[src/rtl/ypc_mul.sv]
// ----------------------------------------------------------------------------
// ypc_mul
// shared signed multiplier with a registered product
// ----------------------------------------------------------------------------
`timescale 1ns / 1ps
`default_nettype none

module ypc_mul #(
    parameter int W = 33
) (
    input  logic                  aclk,
    input  logic signed [W-1:0]   a,
    input  logic signed [W-1:0]   b,
    output logic signed [2*W-1:0] p
);

    logic signed [2*W-1:0] p_reg;

    always_ff @(posedge aclk) begin
        p_reg <= a * b;
    end

    assign p = p_reg;

endmodule

`default_nettype wire

[config.mk]
export PLATFORM = sky130hd
export DESIGN_NAME = ypc_mul
export DESIGN_NICKNAME = d
export VERILOG_FILES = /design/src/rtl/ypc_mul.sv
export SDC_FILE = /design/constraint.sdc
export NUM_CORES = 2
export LEC_CHECK = 0
export BUFFER_PORTS_ARGS = -buffer_cell sky130_fd_sc_hd__buf_2
export CAP_MARGIN = 20
export CORE_MARGIN = 2
export CORE_UTILIZATION = 30
export CTS_CLUSTER_DIAMETER = 200
export DETAILED_ROUTE_END_ITERATION = 6
export HOLD_SLACK_MARGIN = 0.12
export PLACE_DENSITY = 0.56
export SYNTH_ARGS = -nofsm -noshare
export SYNTH_HDL_FRONTEND = slang
export SYNTH_SLANG_ARGS = --single-unit
[constraint.sdc]
create_clock -name aclk -period 25.2 [get_ports aclk]
set_clock_uncertainty 0.15 [all_clocks]
set_input_delay 2.52 -clock aclk [delete_from_list [all_inputs] [get_ports aclk]]
set_output_delay 2.52 -clock aclk [all_outputs]
set_load 0.05 [all_outputs]
**Word-level counts from Yosys, hierarchy flattened**

Cells that the tools add are included.

- Flip-flop bits (word level): 66
- Bits of input ports: 67
- Output and inout bits: 66

- Multiply operators: 1

Operator list:

| kind | number |
|---|---|
| 33-bit by 33-bit multiplier with 66-bit output | 1 |

**Logic depth before layout (Yosys ltp)**

- Word-level depth: 1
- Gate-level depth with buffers: 27
- Gate-level depth less buffers: 26

**Worst setup path after synthesis**

No wires, ideal clock.

- Path type: in2reg
- Start: input a[32]
- End: register p_reg[62], in the netlist p[62]
- Library setup time: 0.079 ns
- Arrival: 9.677 ns
- Path slack: 15.294 ns
- Stages on the path: 23
- Buffers on the path: 2
- Cells stage by stage: clkbuf_1 -> nand2_1 -> inv_1 -> fa_1 -> fa_1 -> fa_1 -> fa_1 -> fa_1 -> fa_1 -> fa_1 -> inv_1 -> fa_1 -> inv_1 -> ha_1 -> clkbuf_1 -> and3_1 -> nand3_1 -> nand2b_1 -> a2111oi_4 -> a211oi_4 -> a21o_2 -> a21o_1 -> a211oi_2

- Cells in the longest elaborated chain, start to end: 1

RTL lines:

| item | RTL line | text |
|---|---|---|
| start, declared | 12 | `input logic signed [W-1:0] a,` |
| 33-bit by 33-bit multiplier with 66-bit output | 20 | `p_reg <= a * b;` |
| end signal, assigned | 20 |  |
| end, declared | 17 | `logic signed [2*W-1:0] p_reg;` |

No other way between the ends.

**Worst setup path in the final report**

- Start: input a[32]
- End: register p_reg[64], in the netlist p[64]

Same word-level chain as after synthesis.

==> flow_summary.ini <==
[run_status]
outcome = finished, final reports clean

[cells_and_area]
multi_input_area_um2 = 34300
drive_gt1_share_pct = 4.94
largest_reg_flops = 66
nets = 5717
ff_latch_area_um2 = 1320
fillCellCount = 14100
area_growth_pct = 6.31

[cts]
clockBufferDepth = 2
cts_tree = built
cts_root_buffer = clkbuf_16
ctsResizeCount = 0
htreeDepth = 3
path_clk_slew_ps = 80
numCtsBuffers = 9
cts_hold_buf = 0
post-cts-setup-buffers = 0
clock_sinks = 66

[floorplan]
chipHeight_um = 372
rows = 135
dieWidth_um = 372
initial_core_util_pct = 30.1
die-area_um2 = 139000
fp.coreArea_um2 = 135000
ios = 133

[yosys]
synth_cell_types = 80
postSynth.asyncResetShare_pct = 0
synth_nets = 5767
synth_top_cell_by_area = fa_1
synth_most_common_cell = fa_1
synth_edf_count = 0
synth_top_area_share_pct = 56.3
synth_area_leaders = fa_1, inv_1, and2_1, ha_1, nand2_1
syn_area_per_cell_um2 = 9.39
netlist_top_cells_count = fa_1, inv_1, and2_1
synth.ff_latch_count = 66
synth_seq_area_share_pct = 3.24
yosys_warnings = 0
syn_area_um2 = 40700
synth_flop_cell = dfxtp_1
syn-instance-count = 4338

[drt]
dr.pass1.iters = 6
highest_layer = met5
initialDrtViolationCount = 1452
routed_wl_um = 112000
drc = 0
vias = 27900
m1WireLength_um = 46500
antenna_left = 0
avgViaCountPerCell = 4.59
met2WireLength_um = 57100
wl_met3_um = 5930
wl_per_cell_um = 18.4

[global_route]
grt_pass1_wl_um = 181000
overflow = 0
grt_usage_pct = 17.1
antenna_found_initial = 9
grt_max_degree = 34
grt_pass1_vias = 30800

[sta]
fin_crit_sh_pct = 44.4
setup_viol = 0
rsz0062_at_grt = false
max_freq_mhz = 89.4
hold_viol = 0
tightest_slew_ps = 1100
final.setup.tns_ps = 0
slew_violations = 0
fin_crit_ps = 11180
relSlewSlack_pct = 26.1

[critical_path]
cp.required_ps = 25360
path_cells = buf_2, nand2_1, inv_1, fa_1, fa_1, fa_1, fa_1, fa_1, fa_1, fa_1, inv_1, fa_1, inv_1, ha_1, nand3_1, nor2_1, nand2_1, nor3_1, o311ai_4, nand3_2, a211oi_1, a311oi_1
cp-start-kind = input port
critical_path_class = in -> reg
crit_family = adder cells
cp_max_fo = 33
crit_top_cell = fa_1
worstSetupEndpointType = flop
cp.arrival_ps = 11350
crit_slowest_cell = fa_1
critical-path-max-stage-delay_ps = 960
worst-path-buf-inv = 4

[placement]
io_buffer_count = 132
hpwl_um = 93900
gp_congestion = 0.955

[min_path]
hp-class = in -> reg

[flow_run]
drv_cap = 0
## final timing paths
path	startpoint	end	slack (ps)	depth (start not counted)
max	a[32]	p[64]	14020	22
min	b[0]	p[0]	2580	2
## routing by layer
metal	track usage [%]	vias to the layer above
met5	0	-
met4	3.64	10
met3	3.05	119
met2	29.7	601
met1	22.1	15000
li1	-	12200
## placed cells by master (no fill, tap or decap), drive strengths merged, types with 7 or more instances in the layout
master	synthesis	routed
fa	1145	1145
inv	1131	1131
and2	563	563
nand2	551	551
ha	217	217
buf	13	160
nor2	68	68
dfxtp	66	66
a21oi	61	61
xnor2	43	43
a21o	38	38
o21ai	33	33
nand3	26	26
xor2	25	25
nand2b	12	12
nand4	12	12
o21bai	11	11
a211oi	11	11
clkbuf	208	10
a31oi	9	9
nor3	7	7
o31ai	7	7
## per-stage QoR
step / area (um2) / setup WS [ps] / hold slack, ps / utilization [%] / cells
CTS: 43300 / 14050 / 2550 / 32.0 / 6072
detailed placement: 43000 / 13640 / 2840 / 31.8 / 6056
finish: 43300 / 14020 / 2580 / 32.0 / 6079
floorplan: 40700 / 15290 / 2500 / - / 4338
global route: 43300 / 13620 / 2590 / 32.0 / 6076
global placement: 43000 / 13640 / 2840 / 31.8 / 6056
## layout make-up
| type | count | share of cell area, % |
|---|---|---|
| multi-input combinational | 2920 | 79.2 |
| inverter | 1131 | 9.80 |
| tap | 1781 | 5.15 |
| sequential | 66 | 3.05 |
| timing repair buffer | 160 | 2.04 |
| clock buffer | 10 | 0.529 |
| clock inverter | 6 | 0.156 |
| antenna | 5 | 0.0289 |
## cell families after synthesis
logic type / Yosys count / synth area share [%]
xor gates and xnor gates: 68 / 1.46
AOI/OAI and AO/OA: 219 / 4.07
adders and majority gates: 1362 / 62.9
buffers and inverters: 1352 / 12.5
DFF: 66 / 3.24
and+or+nand+nor: 1271 / 15.8
Power is left out: the tool's default activity adds up to more than one toggle a clock period on the data nets, which glitch-free logic cannot reach.
