`config.mk`:
```
export PLATFORM = sky130hd
export DESIGN_NAME = ypc_sqdiv
export DESIGN_NICKNAME = d
export VERILOG_FILES = /design/src/rtl/ypc_pkg.sv /design/src/rtl/ypc_sqdiv.sv
export SDC_FILE = /design/constraint.sdc
export NUM_CORES = 1
export LEC_CHECK = 0
export ABC_CLOCK_PERIOD_IN_PS = 6300
export BUFFER_PORTS_ARGS = -buffer_cell sky130_fd_sc_hd__buf_2
export CORE_UTILIZATION = 40
export DETAILED_ROUTE_END_ITERATION = 16
export PLACE_DENSITY = 0.66
export SLEW_MARGIN = 10
export SYNTH_ARGS = -nofsm -noshare
export SYNTH_HDL_FRONTEND = slang
export SYNTH_SLANG_ARGS = --single-unit
```
`constraint.sdc`:
```
create_clock -name aclk -period 6.3 [get_ports aclk]
set_input_delay 1.26 -clock aclk [delete_from_list [all_inputs] [get_ports aclk]]
set_output_delay 1.26 -clock aclk [all_outputs]
set_load 0.05 [all_outputs]
```
`src/rtl/ypc_pkg.sv`:
```
// ----------------------------------------------------------------------------
// ypc_pkg
// shared types, opcodes and helper functions of the camera update block
// ----------------------------------------------------------------------------
`timescale 1ns / 1ps
`default_nettype none

package ypc_pkg;

    localparam logic [2:0] OP_STRAFE_L = 3'd0;
    localparam logic [2:0] OP_STRAFE_R = 3'd1;
    localparam logic [2:0] OP_FORWARD  = 3'd2;
    localparam logic [2:0] OP_BACKWARD = 3'd3;
    localparam logic [2:0] OP_LOOK     = 3'd4;

    localparam int YAW_FULL    = 3600;
    localparam int YAW_QUARTER = 900;
    localparam int PITCH_LIMIT = 890;

    localparam logic [31:0] RAD_PER_TENTH = 32'd1874033;

    // taylor divisors and their truncated 2^32 reciprocals
    localparam logic [31:0] SIN_DIVS [5] = '{32'd110, 32'd72, 32'd42, 32'd20, 32'd6};
    localparam logic [31:0] SIN_RECIP [5] = '{
        32'((64'd1 << 32) / 64'd110),
        32'((64'd1 << 32) / 64'd72),
        32'((64'd1 << 32) / 64'd42),
        32'((64'd1 << 32) / 64'd20),
        32'((64'd1 << 32) / 64'd6)
    };

    typedef struct packed {
        logic       neg;
        logic [9:0] r;
    } sine_arg_t;

    typedef struct packed {
        logic start;
        logic sqrt_mode;
    } sd_cmd_t;

    // input is offset so it is never negative, below 32 * 3600
    function automatic logic [11:0] yaw_wrap(input logic [16:0] v);
        logic [16:0] t;
        t = v;
        for (int i = 4; i >= 0; i--) begin
            if (t >= (17'(YAW_FULL) << i)) begin
                t = t - (17'(YAW_FULL) << i);
            end
        end
        return t[11:0];
    endfunction

    // fold an angle below 7200 tenths onto the first quadrant
    function automatic sine_arg_t sine_arg(input logic [12:0] a);
        logic [12:0] m;
        logic [12:0] r;
        logic [1:0]  q;
        sine_arg_t   res;
        m = (a >= 13'(YAW_FULL)) ? a - 13'(YAW_FULL) : a;
        if (m < 13'd900) begin
            q = 2'd0;
            r = m;
        end else if (m < 13'd1800) begin
            q = 2'd1;
            r = m - 13'd900;
        end else if (m < 13'd2700) begin
            q = 2'd2;
            r = m - 13'd1800;
        end else begin
            q = 2'd3;
            r = m - 13'd2700;
        end
        res.neg = q[1];
        res.r   = q[0] ? 10'(13'(YAW_QUARTER) - r) : r[9:0];
        return res;
    endfunction

    function automatic logic signed [31:0] sat_add(input logic signed [31:0] a,
                                                   input logic signed [33:0] d);
        logic signed [34:0] s;
        s = 35'(a) + 35'(d);
        if (s > 35'sd2147483647) begin
            return 32'sh7FFFFFFF;
        end else if (s < -35'sd2147483648) begin
            return 32'sh80000000;
        end
        return 32'(s);
    endfunction

endpackage

`default_nettype wire

```
`src/rtl/ypc_sqdiv.sv`:
```
// ----------------------------------------------------------------------------
// ypc_sqdiv
// bit-serial unit: integer square root or restoring divide, one bit a cycle
// ----------------------------------------------------------------------------
`timescale 1ns / 1ps
`default_nettype none

module ypc_sqdiv #(
    parameter int DIR_FRAC_BITS = 14
) (
    input  logic                         aclk,
    input  logic                         aresetn,
    input  ypc_pkg::sd_cmd_t             cmd,
    input  logic [2*DIR_FRAC_BITS+1:0]   opa,
    input  logic [DIR_FRAC_BITS:0]       den,
    output logic                         done,
    output logic [2*DIR_FRAC_BITS+1:0]   result
);

    localparam int F  = DIR_FRAC_BITS;
    localparam int SW = 2 * F + 2;
    localparam int CW = $clog2(SW + 1);

    logic          busy_reg;
    logic          done_reg;
    logic          sqrt_reg;
    logic [CW-1:0] cnt_reg;
    logic [SW-1:0] v_reg;
    logic [SW-1:0] res_reg;
    logic [SW-1:0] bit_reg;
    logic [F+1:0]  rem_reg;
    logic [SW-1:0] quo_reg;
    logic [F:0]    den_reg;

    logic [SW-1:0] sq_sum;
    logic [F+1:0]  trial;

    assign sq_sum = res_reg + bit_reg;
    assign trial  = {rem_reg[F:0], quo_reg[SW-1]};

    always_ff @(posedge aclk) begin
        if (!aresetn) begin
            busy_reg <= 1'b0;
            done_reg <= 1'b0;
        end else begin
            done_reg <= 1'b0;
            if (cmd.start) begin
                busy_reg <= 1'b1;
            end else if (busy_reg && cnt_reg == CW'(1)) begin
                busy_reg <= 1'b0;
                done_reg <= 1'b1;
            end
        end
    end

    always_ff @(posedge aclk) begin
        if (cmd.start) begin
            sqrt_reg <= cmd.sqrt_mode;
            cnt_reg  <= cmd.sqrt_mode ? CW'(F + 1) : CW'(SW);
            v_reg    <= opa;
            res_reg  <= '0;
            bit_reg  <= SW'(1) << (SW - 2);
            rem_reg  <= '0;
            quo_reg  <= opa;
            den_reg  <= den;
        end else if (busy_reg) begin
            cnt_reg <= cnt_reg - CW'(1);
            if (sqrt_reg) begin
                if (v_reg >= sq_sum) begin
                    v_reg   <= v_reg - sq_sum;
                    res_reg <= (res_reg >> 1) + bit_reg;
                end else begin
                    res_reg <= res_reg >> 1;
                end
                bit_reg <= bit_reg >> 2;
            end else begin
                if (trial >= (F + 2)'(den_reg)) begin
                    rem_reg <= trial - (F + 2)'(den_reg);
                    quo_reg <= {quo_reg[SW-2:0], 1'b1};
                end else begin
                    rem_reg <= trial;
                    quo_reg <= {quo_reg[SW-2:0], 1'b0};
                end
            end
        end
    end

    assign done   = done_reg;
    assign result = sqrt_reg ? res_reg : quo_reg;

endmodule

`default_nettype wire

```
# Word-level counts from Yosys, hierarchy flattened
# Index checks and enable logic that the tools add are counted.
# W data, S select, Z words.
# totals
register_bits	143
latchBits	0
ramBits	0
mem_bits_ro	0
in_bits	49
elab_cells	48
memories	0
# classes
add_sub_neg	5
multipliers	0
div	0
n_lt_le_gt_ge	2
eq_ne	2
shifts	0
muxes	17
n_bitwise	2
n_reduce_logical	10
# ops
operator	n
$mux W30	9
$add A29 B29 Y30	1
$add A30 B29 Y30	1
$ge A30 B30 Y1	1
$sub A30 B30 Y30	1
$ge A16 B15 Y1	1
$mux W15	1
$mux W5	3
$sub A15 B15 Y15	1
$reduce_bool A2 Y1	4
$reduce_and A2 Y1	3
$eq A5 B1 Y1 const B	1
$sub A5 B1 Y5 const B	1
$mux W1	4
$reduce_and A3 Y1	1
$ne A2 B2 Y1 const B	1
$not A1 Y1	2
$reduce_or A2 Y1	1
$logic_and A1 B1 Y1	1

# Depth between registers and ports, before layout
# Gate-level depths: netlist of run 1.
# logic_depth
ltp_word	6
ltp_mapped	20
depth_no_buf	19

# Worst setup path before layout of run 1
# OpenSTA, ideal clock, no wires.
# synth_timing
path_type	flip-flop to flip-flop
start	register res_reg[0]
end	register v_reg[0] (enable)
setup_ps	459
arrival_ps	5749
required_time_ps	5841
setup_slack_ps	92
stages_incl_launch_ff	20
path_buffers	1
synth_period_minus_slack_ps	6208
cell_sequence	dfxtp_1 > ha_1 > ha_1 > a21oi_1 > o21bai_1 > a31oi_1 > o21ai_0 > a211oi_1 > o21a_1 > o21ai_0 > xnor2_1 > ha_1 > nand2_1 > nor4_1 > nand4b_1 > a41oi_2 > or2_2 > nor2_2 > buf_2 > o21ai_0
# synth_between
elab_chain_cells	4
# synth_rtl
item	line_no	rtl
start, declared	ypc_sqdiv.sv:29	logic [SW-1:0] res_reg;
start signal, assigned	ypc_sqdiv.sv:71	res_reg <= (res_reg >> 1) + bit_reg;
start signal, assigned	ypc_sqdiv.sv:73	res_reg <= res_reg >> 1;
$add A30 B29 Y30	ypc_sqdiv.sv:38	assign sq_sum = res_reg + bit_reg;
$ge A30 B30 Y1	ypc_sqdiv.sv:69	if (v_reg >= sq_sum) begin
$reduce_bool A2 Y1 (no line)	-	
$reduce_and A3 Y1 (no line)	-	
end signal, assigned	ypc_sqdiv.sv:60	v_reg <= opa;
end signal, assigned	ypc_sqdiv.sv:70	v_reg <= v_reg - sq_sum;
end, declared	ypc_sqdiv.sv:28	logic [SW-1:0] v_reg;
# No other way between the ends.
# A chain may end at the register's enable or synchronous reset.

# Worst setup path in the final report of run 1
# layout_timing
start	register res_reg[0]
end	register v_reg[9] (enable)
# Same word-level chain as after synthesis.

==> reports/qor.yml, run 1 <==
drt:
  routed-via-count: 8589
  postRouteAntennaNets: 0
  first_iter_violations: 689
  first_pass_iters: 5
  viasPerCell: 5.57
  finalWirelength_um: 26400
  wl_per_cell_um: 17.1
  drc: 0
grt:
  grt.total_usage_pct: 20.8
  grt_pass1_vias: 8037
  grt_overflow: 0
  grt_pass1_wl_um: 42100
  grt_max_degree: 82
  antenna_found_initial: 0
floorplan:
  rows: 57
  ios: 80
  fp.dieH_um: 160
  core_um2: 24400
  die_x_um: 160
  start_util_pct: 40.9
  die-area_um2: 25600
cts:
  hold_buffers: 0
  clock_latency_ns: 0.43
  cts_buffers: 17
  cts_resized: 0
  clk_pin_slew_ns: 0.07
  clk_path_buf_depth: 2
  cts-root-buf: "clkbuf_16"
  cts_sinks: 143
  postCtsSetupRepairBufs: 0
  cts_tree: "built"
  cts_htree_levels: 4
hold_path:
  min_path_cells: 2
  hp-class: "reg -> reg"
logic_synthesis:
  yosys.area.top_type: "edfxtp_1"
  yosysSeqAreaShare_pct: 36.8
  synthFlopType: "edfxtp_1"
  syn-num-nets: 1277
  postSynthAreaPerCell_um2: 8.69
  yosysWarnings: 0
  synth_edf_count: 81
  synth.top_cells.by_count: "nand2_1, o21ai_0, edfxtp_1"
  synthDistinctLibCells: 72
  synthArstFlopShare_pct: 0
  yosysTopAreaCellShare_pct: 24.4
  synthCells: 1147
  synth-seq-cells: 143
  yosysMostFrequentCell: "nand2_1"
  synth_area_leaders: "edfxtp_1, dfxtp_1, ha_1"
  syn_area_um2: 9970
worst_setup_path:
  worst-path-max-fanout: 30
  start_kind: "flip-flop"
  rr_worst_depth: 19
  endpoint_kind: "flip-flop"
  arrival_ns: 5.48
  crit_required_ns: 6.38
  path_class: "reg -> reg"
timing:
  drv_slew: 0
  max-slew-margin-rel_pct: 30.9
  layout_min_cycle_time_ns: 5.40
  tns_ns: 0
  max_freq_mhz: 185
  fin_skew_ns: 0.0110
  hold_violations: 0
  worst_pin_slew_ns: 1.04
  setup_viol: 0
  rsz0062_at_grt: "no"
  timing.final.crit_share_pct: 85.7
final_layout:
  drive_gt1_share_pct: 12.6
  diodes: 0
  nNetsFinal: 1335
  flow.area_growth_from_synthesis_pct: 12.3
  fin_cells: 1542
placement:
  dp_hpwl_um: 18900
  gp_congestion: 0.857
  port_buffers: 79
  dp_cells: 1510
power:
  power_density_nw_per_um2: 292
  p_clk_share_pct: 30.1
  internal-power_uw: 2070
  switching_share_pct: 36.8
  ir_drop_mv: 0.154
  power.switching_uw: 1200
  p_seq_share_pct: 36.1
  leakage_uw: 0.00454
  pwr-share-comb_pct: 33.7
job:
  maxCapViolCount: 0
status:
  status: "finished clean"
## layout by cell type, fill, tap and decap left out, drive strengths merged, types with 5 or more instances in the layout
master  count
o21a       11
mux2        9
o211ai      9
mux2i      22
a221oi      8
clkbuf     17
dfxtp      62
edfxtp     81
and2        5
a21o       22
a21oi      76
a31oi      23
a31o        6
xor2       34
a21boi      5
o21bai     12
and3       10
nand4      16
clkinv      6
or3        10
xnor2      45
nor3       13
o41ai       5
a311oi      7
nor2b      12
nand3      12
buf        88
a211oi      5
inv        83
ha         79
nor2       50
nand2     159
o21ai     160
## critical path, cell delays in order (launching register included)
cell and delay (ns):
dfxtp_1 0.33, ha_1 0.21, ha_1 0.20, a21oi_1 0.20, o21bai_1 0.12, a31oi_1 0.29
o21ai_0 0.25, a211oi_1 0.59, o21a_1 0.27, o21ai_0 0.12, xnor2_1 0.15, ha_1 0.36
nand2_1 0.16, nor4_1 0.36, nand4b_1 0.17, a41oi_2 0.24, or2_2 0.30, nor2_2 0.15
o21ai_2 0.14, buf_4 0.41
## power by group through the flow
stage	sequential, uW	combinational, uW	clock [uW]
finish	1180	1100	984
global route	1190	1220	1030
CTS	1180	1100	1000
detailed placement	1200	1090	0
global placement	1190	1080	0
floorplan	1170	850	0
## kinds of logic after synthesis
kind of cell             share of synthesized area [%]
multiplexers                                      3.23
XOR/XNOR                                          6.94
AO/OA/AOI/OAI                                     24.0
flip-flops                                        36.8
buffers and inverters                             4.96
AND/OR/NAND/NOR                                   13.7
adder cells (fa/ha/maj)                           10.3
## layout make-up
cell class,instances,area [um^2]
inverter,77,289
fill,2439,13200
clock buffer,17,425
timing repair buffer,88,465
tap,324,405
sequential,143,3670
clock inverter,15,134
multi-input combinational,878,5810
## stage by stage
step	util, %	instance area (um^2)	total power (uW)	hold slack, ns	worst slack, ns
finish	45.9	11200	3270	0.485	0.901
detailed placement	43.6	10600	2290	0.463	1.01
CTS	45.9	11200	3270	0.486	0.970
global placement	43.6	10600	2270	0.461	1.19
global route	45.9	11200	3440	0.511	0.517
floorplan	-	9970	2020	0.437	0.0923
## worst paths after layout
check | slack (ns) | endpoint | start
worst max-delay path | 0.90 | v_reg[9] | res_reg[0]
worst max register to register | 0.90 | v_reg[9] | res_reg[0]
worst min-delay path | 0.48 | rem_reg[14] | rem_reg[14]
worst min register to register | 0.48 | rem_reg[14] | rem_reg[14]
## per-layer routing
| metal | vias to the layer above | global-route usage (%) | wire, um |
|---|---|---|---|
| li1 | 4289 | - | - |
| met1 | 4052 | 29.4 | 12900 |
| met2 | 220 | 32.5 | 11800 |
| met3 | 28 | 3.53 | 1260 |
| met4 | 0 | 5.80 | 378 |
| met5 | - | 0 | 0 |
Note: power is estimated with default switching activity, not from simulation.
==> run 2: changes to the inputs <==
--- a/config.mk
+++ b/config.mk
@@ -5,6 +5,7 @@
 export SDC_FILE = /design/constraint.sdc
 export NUM_CORES = 1
 export LEC_CHECK = 0
+export ABC_AREA = 1
 export ABC_CLOCK_PERIOD_IN_PS = 6300
 export BUFFER_PORTS_ARGS = -buffer_cell sky130_fd_sc_hd__buf_2
 export CORE_UTILIZATION = 40
==> reports/qor.yml, run 2 <==
hold_path:
  hp-class: "reg -> reg"
  min_to: "rem_reg[12]"
  min_path_cells: 2  # unchanged
  hp-start: "rem_reg[12]"
worst_setup_path:
  crit_required_ns: 6.40  # +0.02 ns
  worst-path-max-fanout: 40  # +33%
  rr_worst_depth: 23  # +4
  endpoint_kind: "flip-flop"
  rr_endpoint: "v_reg[5]"
  reg2reg_slack_ns: 1.43  # +0.53 ns
  arrival_ns: 4.97  # -0.51 ns
  start_kind: "flip-flop"
  reg2reg_from: "res_reg[2]"
  path_class: "reg -> reg"
placement:
  gp_congestion: 0.955  # +12%
  port_buffers: 79  # unchanged
  dp_hpwl_um: 29200  # +54%
cts:
  cts_sinks: 143  # unchanged
  cts_tree: "built"
  clk_pin_slew_ns: 0.08  # about the same
  hold_buffers: 0  # unchanged
  clk_path_buf_depth: 2  # unchanged
  cts_buffers: 17  # unchanged
  cts_resized: 0  # unchanged
  postCtsSetupRepairBufs: 0  # unchanged
  cts_htree_levels: 4  # unchanged
  cts-root-buf: "clkbuf_16"
  clock_latency_ns: 0.46  # +0.03 ns
logic_synthesis:
  synth-seq-cells: 143  # unchanged
  synthFlopType: "edfxtp_1"
  synth_edf_count: 81  # unchanged
  synthDistinctLibCells: 42  # -42%
  yosysMostFrequentCell: "nand2_1"
  yosys.area.top_type: "edfxtp_1"
  synthArstFlopShare_pct: 0  # unchanged
  yosysWarnings: 0  # unchanged
  synth.top_cells.by_count: "nand2_1, inv_1, nor2_1"
  syn_area_um2: 11700  # +18%
  yosysTopAreaCellShare_pct: 20.7  # -3.7 points
  yosysSeqAreaShare_pct: 31.3  # -5.6 points
  synthCells: 1790  # +56%
  synth_area_leaders: "edfxtp_1, nand2_1, dfxtp_1"
  syn-num-nets: 1920  # +50%
  postSynthAreaPerCell_um2: 6.56  # -25%
timing:
  timing.final.crit_share_pct: 77.4  # -8.3 points
  rsz0062_at_grt: "no"
  whs_ns: 0.478  # -0.00679 ns
  max_freq_mhz: 205  # +11%
  fin_skew_ns: 0.0166  # +0.00564 ns
  hold_violations: 0  # unchanged
  layout_min_cycle_time_ns: 4.87  # -0.526 ns
  worst_pin_slew_ns: 0.940  # -0.0962 ns
  max-slew-margin-rel_pct: 37.2  # +6.3 points
  drv_slew: 0  # unchanged
  setup_viol: 0  # unchanged
  tns_ns: 0  # unchanged
final_layout:
  regArea_um2: 3670  # unchanged
  flow.area_growth_from_synthesis_pct: 10.8
  fillerInstances: 2996  # +23%
  diodes: 0  # unchanged
  layout_common_cells: "nand2_1, inv_1, nor2_1"
  multiInputGateArea_um2: 6860  # +18%
  final_common_cell: "nand2_1"
  nNetsFinal: 1971  # +48%
  drive_gt1_share_pct: 7.82  # -4.8 points
drt:
  postRouteAntennaNets: 0  # unchanged
  drc: 0  # unchanged
  routed-via-count: 11700  # +37%
  finalWirelength_um: 37400  # +42%
  viasPerCell: 5.25  # -5.8%
  first_iter_violations: 1187  # +72%
  wl_per_cell_um: 16.7  # -2.4%
  first_pass_iters: 6  # +1
grt:
  grt_max_degree: 68  # -17%
  grt_overflow: 0  # unchanged
  grt.total_usage_pct: 25.2  # +4.4 points
  grt_pass1_wl_um: 59400  # +41%
  grt_pass1_vias: 11100  # +38%
  antenna_found_initial: 0  # unchanged
floorplan:
  core_um2: 28800  # +18%
  start_util_pct: 40.8  # -0.078 points
  ios: 80  # unchanged
  rows: 62  # +8.8%
  fp.dieH_um: 173  # +8.4%
  die-area_um2: 30000  # +18%
  die_x_um: 173  # +8.4%
status:
  status: "finished clean"
power:
  ir_drop_mv: 0.192  # +24%
  power_density_nw_per_um2: 265  # -9.0%
  leakage_uw: 0.00592  # +30%
job:
  maxCapViolCount: 0  # unchanged
[run 2: cell count changes in the layout (fill, tap and decap cells not counted), sizes merged, moves of 12 or more]
cell   delta
a21o     -17
a21oi    +30
a31oi    -19
inv     +181
mux2i    -22
nand2   +378
nand3   +125
nor2    +113
nor2b    -12
xnor2    -27
[run 2: routing by layer]
layer	global-route usage (%)	routed length [um]	vias to the layer above
li1	-	-	5922
met1	34.5	17300	5367
met2	41.4	17100	415
met3	3.53	2260	39
met4	6.93	652	0
met5	0	0	-
[run 2: layout make-up]
type	count	area share [%]
Clock buffer	18	3.30
Inverter	254	7.33
Clock inverter	14	1.13
Timing Repair Buffer	88	3.58
Sequential cell	143	28.2
Tap cell	384	3.69
Multi-Input combinational cell	1337	52.7
[run 2: report_power, final]
| group | switching (uW) | total (uW) | internal (uW) | leakage, uW |
|---|---|---|---|---|
| registers | 78.8 | 1190 | 1110 | 0.00131 |
| clock network | 485 | 1010 | 528 | 0.000280 |
| logic | 863 | 1250 | 389 | 0.00433 |
[run 2: how the worst max path moves through the flow]
stage	from	to	slack [ns]	depth (start not counted)
2_1_floorplan	res_reg[2]	v_reg[0]	2.44	20
3_3_place_gp	res_reg[2]	v_reg[3]	1.61	23
3_5_place_dp	res_reg[2]	v_reg[7]	1.51	23
4_1_cts	res_reg[2]	v_reg[21]	1.49	23
5_1_grt	res_reg[2]	v_reg[4]	1.05	23
6_report	res_reg[2]	v_reg[5]	1.43	23
[run 2: critical path, cell delays in order, from the launching register on]
cell	delay [ns]
dfxtp_1	0.47
ha_1	0.32
nand3_1	0.10
nand2_1	0.10
nand3_1	0.08
nand2_1	0.10
a21oi_1	0.40
o21ai_0	0.24
nand2_1	0.10
nand2_1	0.06
xor2_1	0.17
ha_1	0.40
nand2_2	0.11
nor2_1	0.18
nand2_1	0.12
nor2_1	0.12
nand2_1	0.06
nand3_1	0.09
nor2_2	0.04
buf_4	0.19
nand2_4	0.37
nand2_4	0.09
nand2_1	0.10
buf_4	0.41
[run 2: logic make-up after synthesis]
family                     count (synthesis)  synth area share, %
AOI/OAI and AO/OA                        305                 14.0
xor gates and xnor gates                  51                 3.80
adders and majority gates                 81                 8.76
buffers and inverters                    310                 10.3
DFF                                      143                 31.3
and+or+nand+nor                          900                 31.9
[run 2: per-stage QoR]
stage / cells / setup WS [ns] / power (uW) / instance area [um^2] / utilization [%]
2_1_floorplan: 1790 / 2.44 / 2100 / 11700 / -
3_3_place_gp: 2206 / 1.61 / 2420 / 12400 / 43.2
3_5_place_dp: 2206 / 1.51 / 2430 / 12400 / 43.2
4_1_cts: 2238 / 1.49 / 3450 / 13000 / 45.2
5_1_grt: 2238 / 1.05 / 3670 / 13000 / 45.2
6_report: 2238 / 1.43 / 3450 / 13000 / 45.2
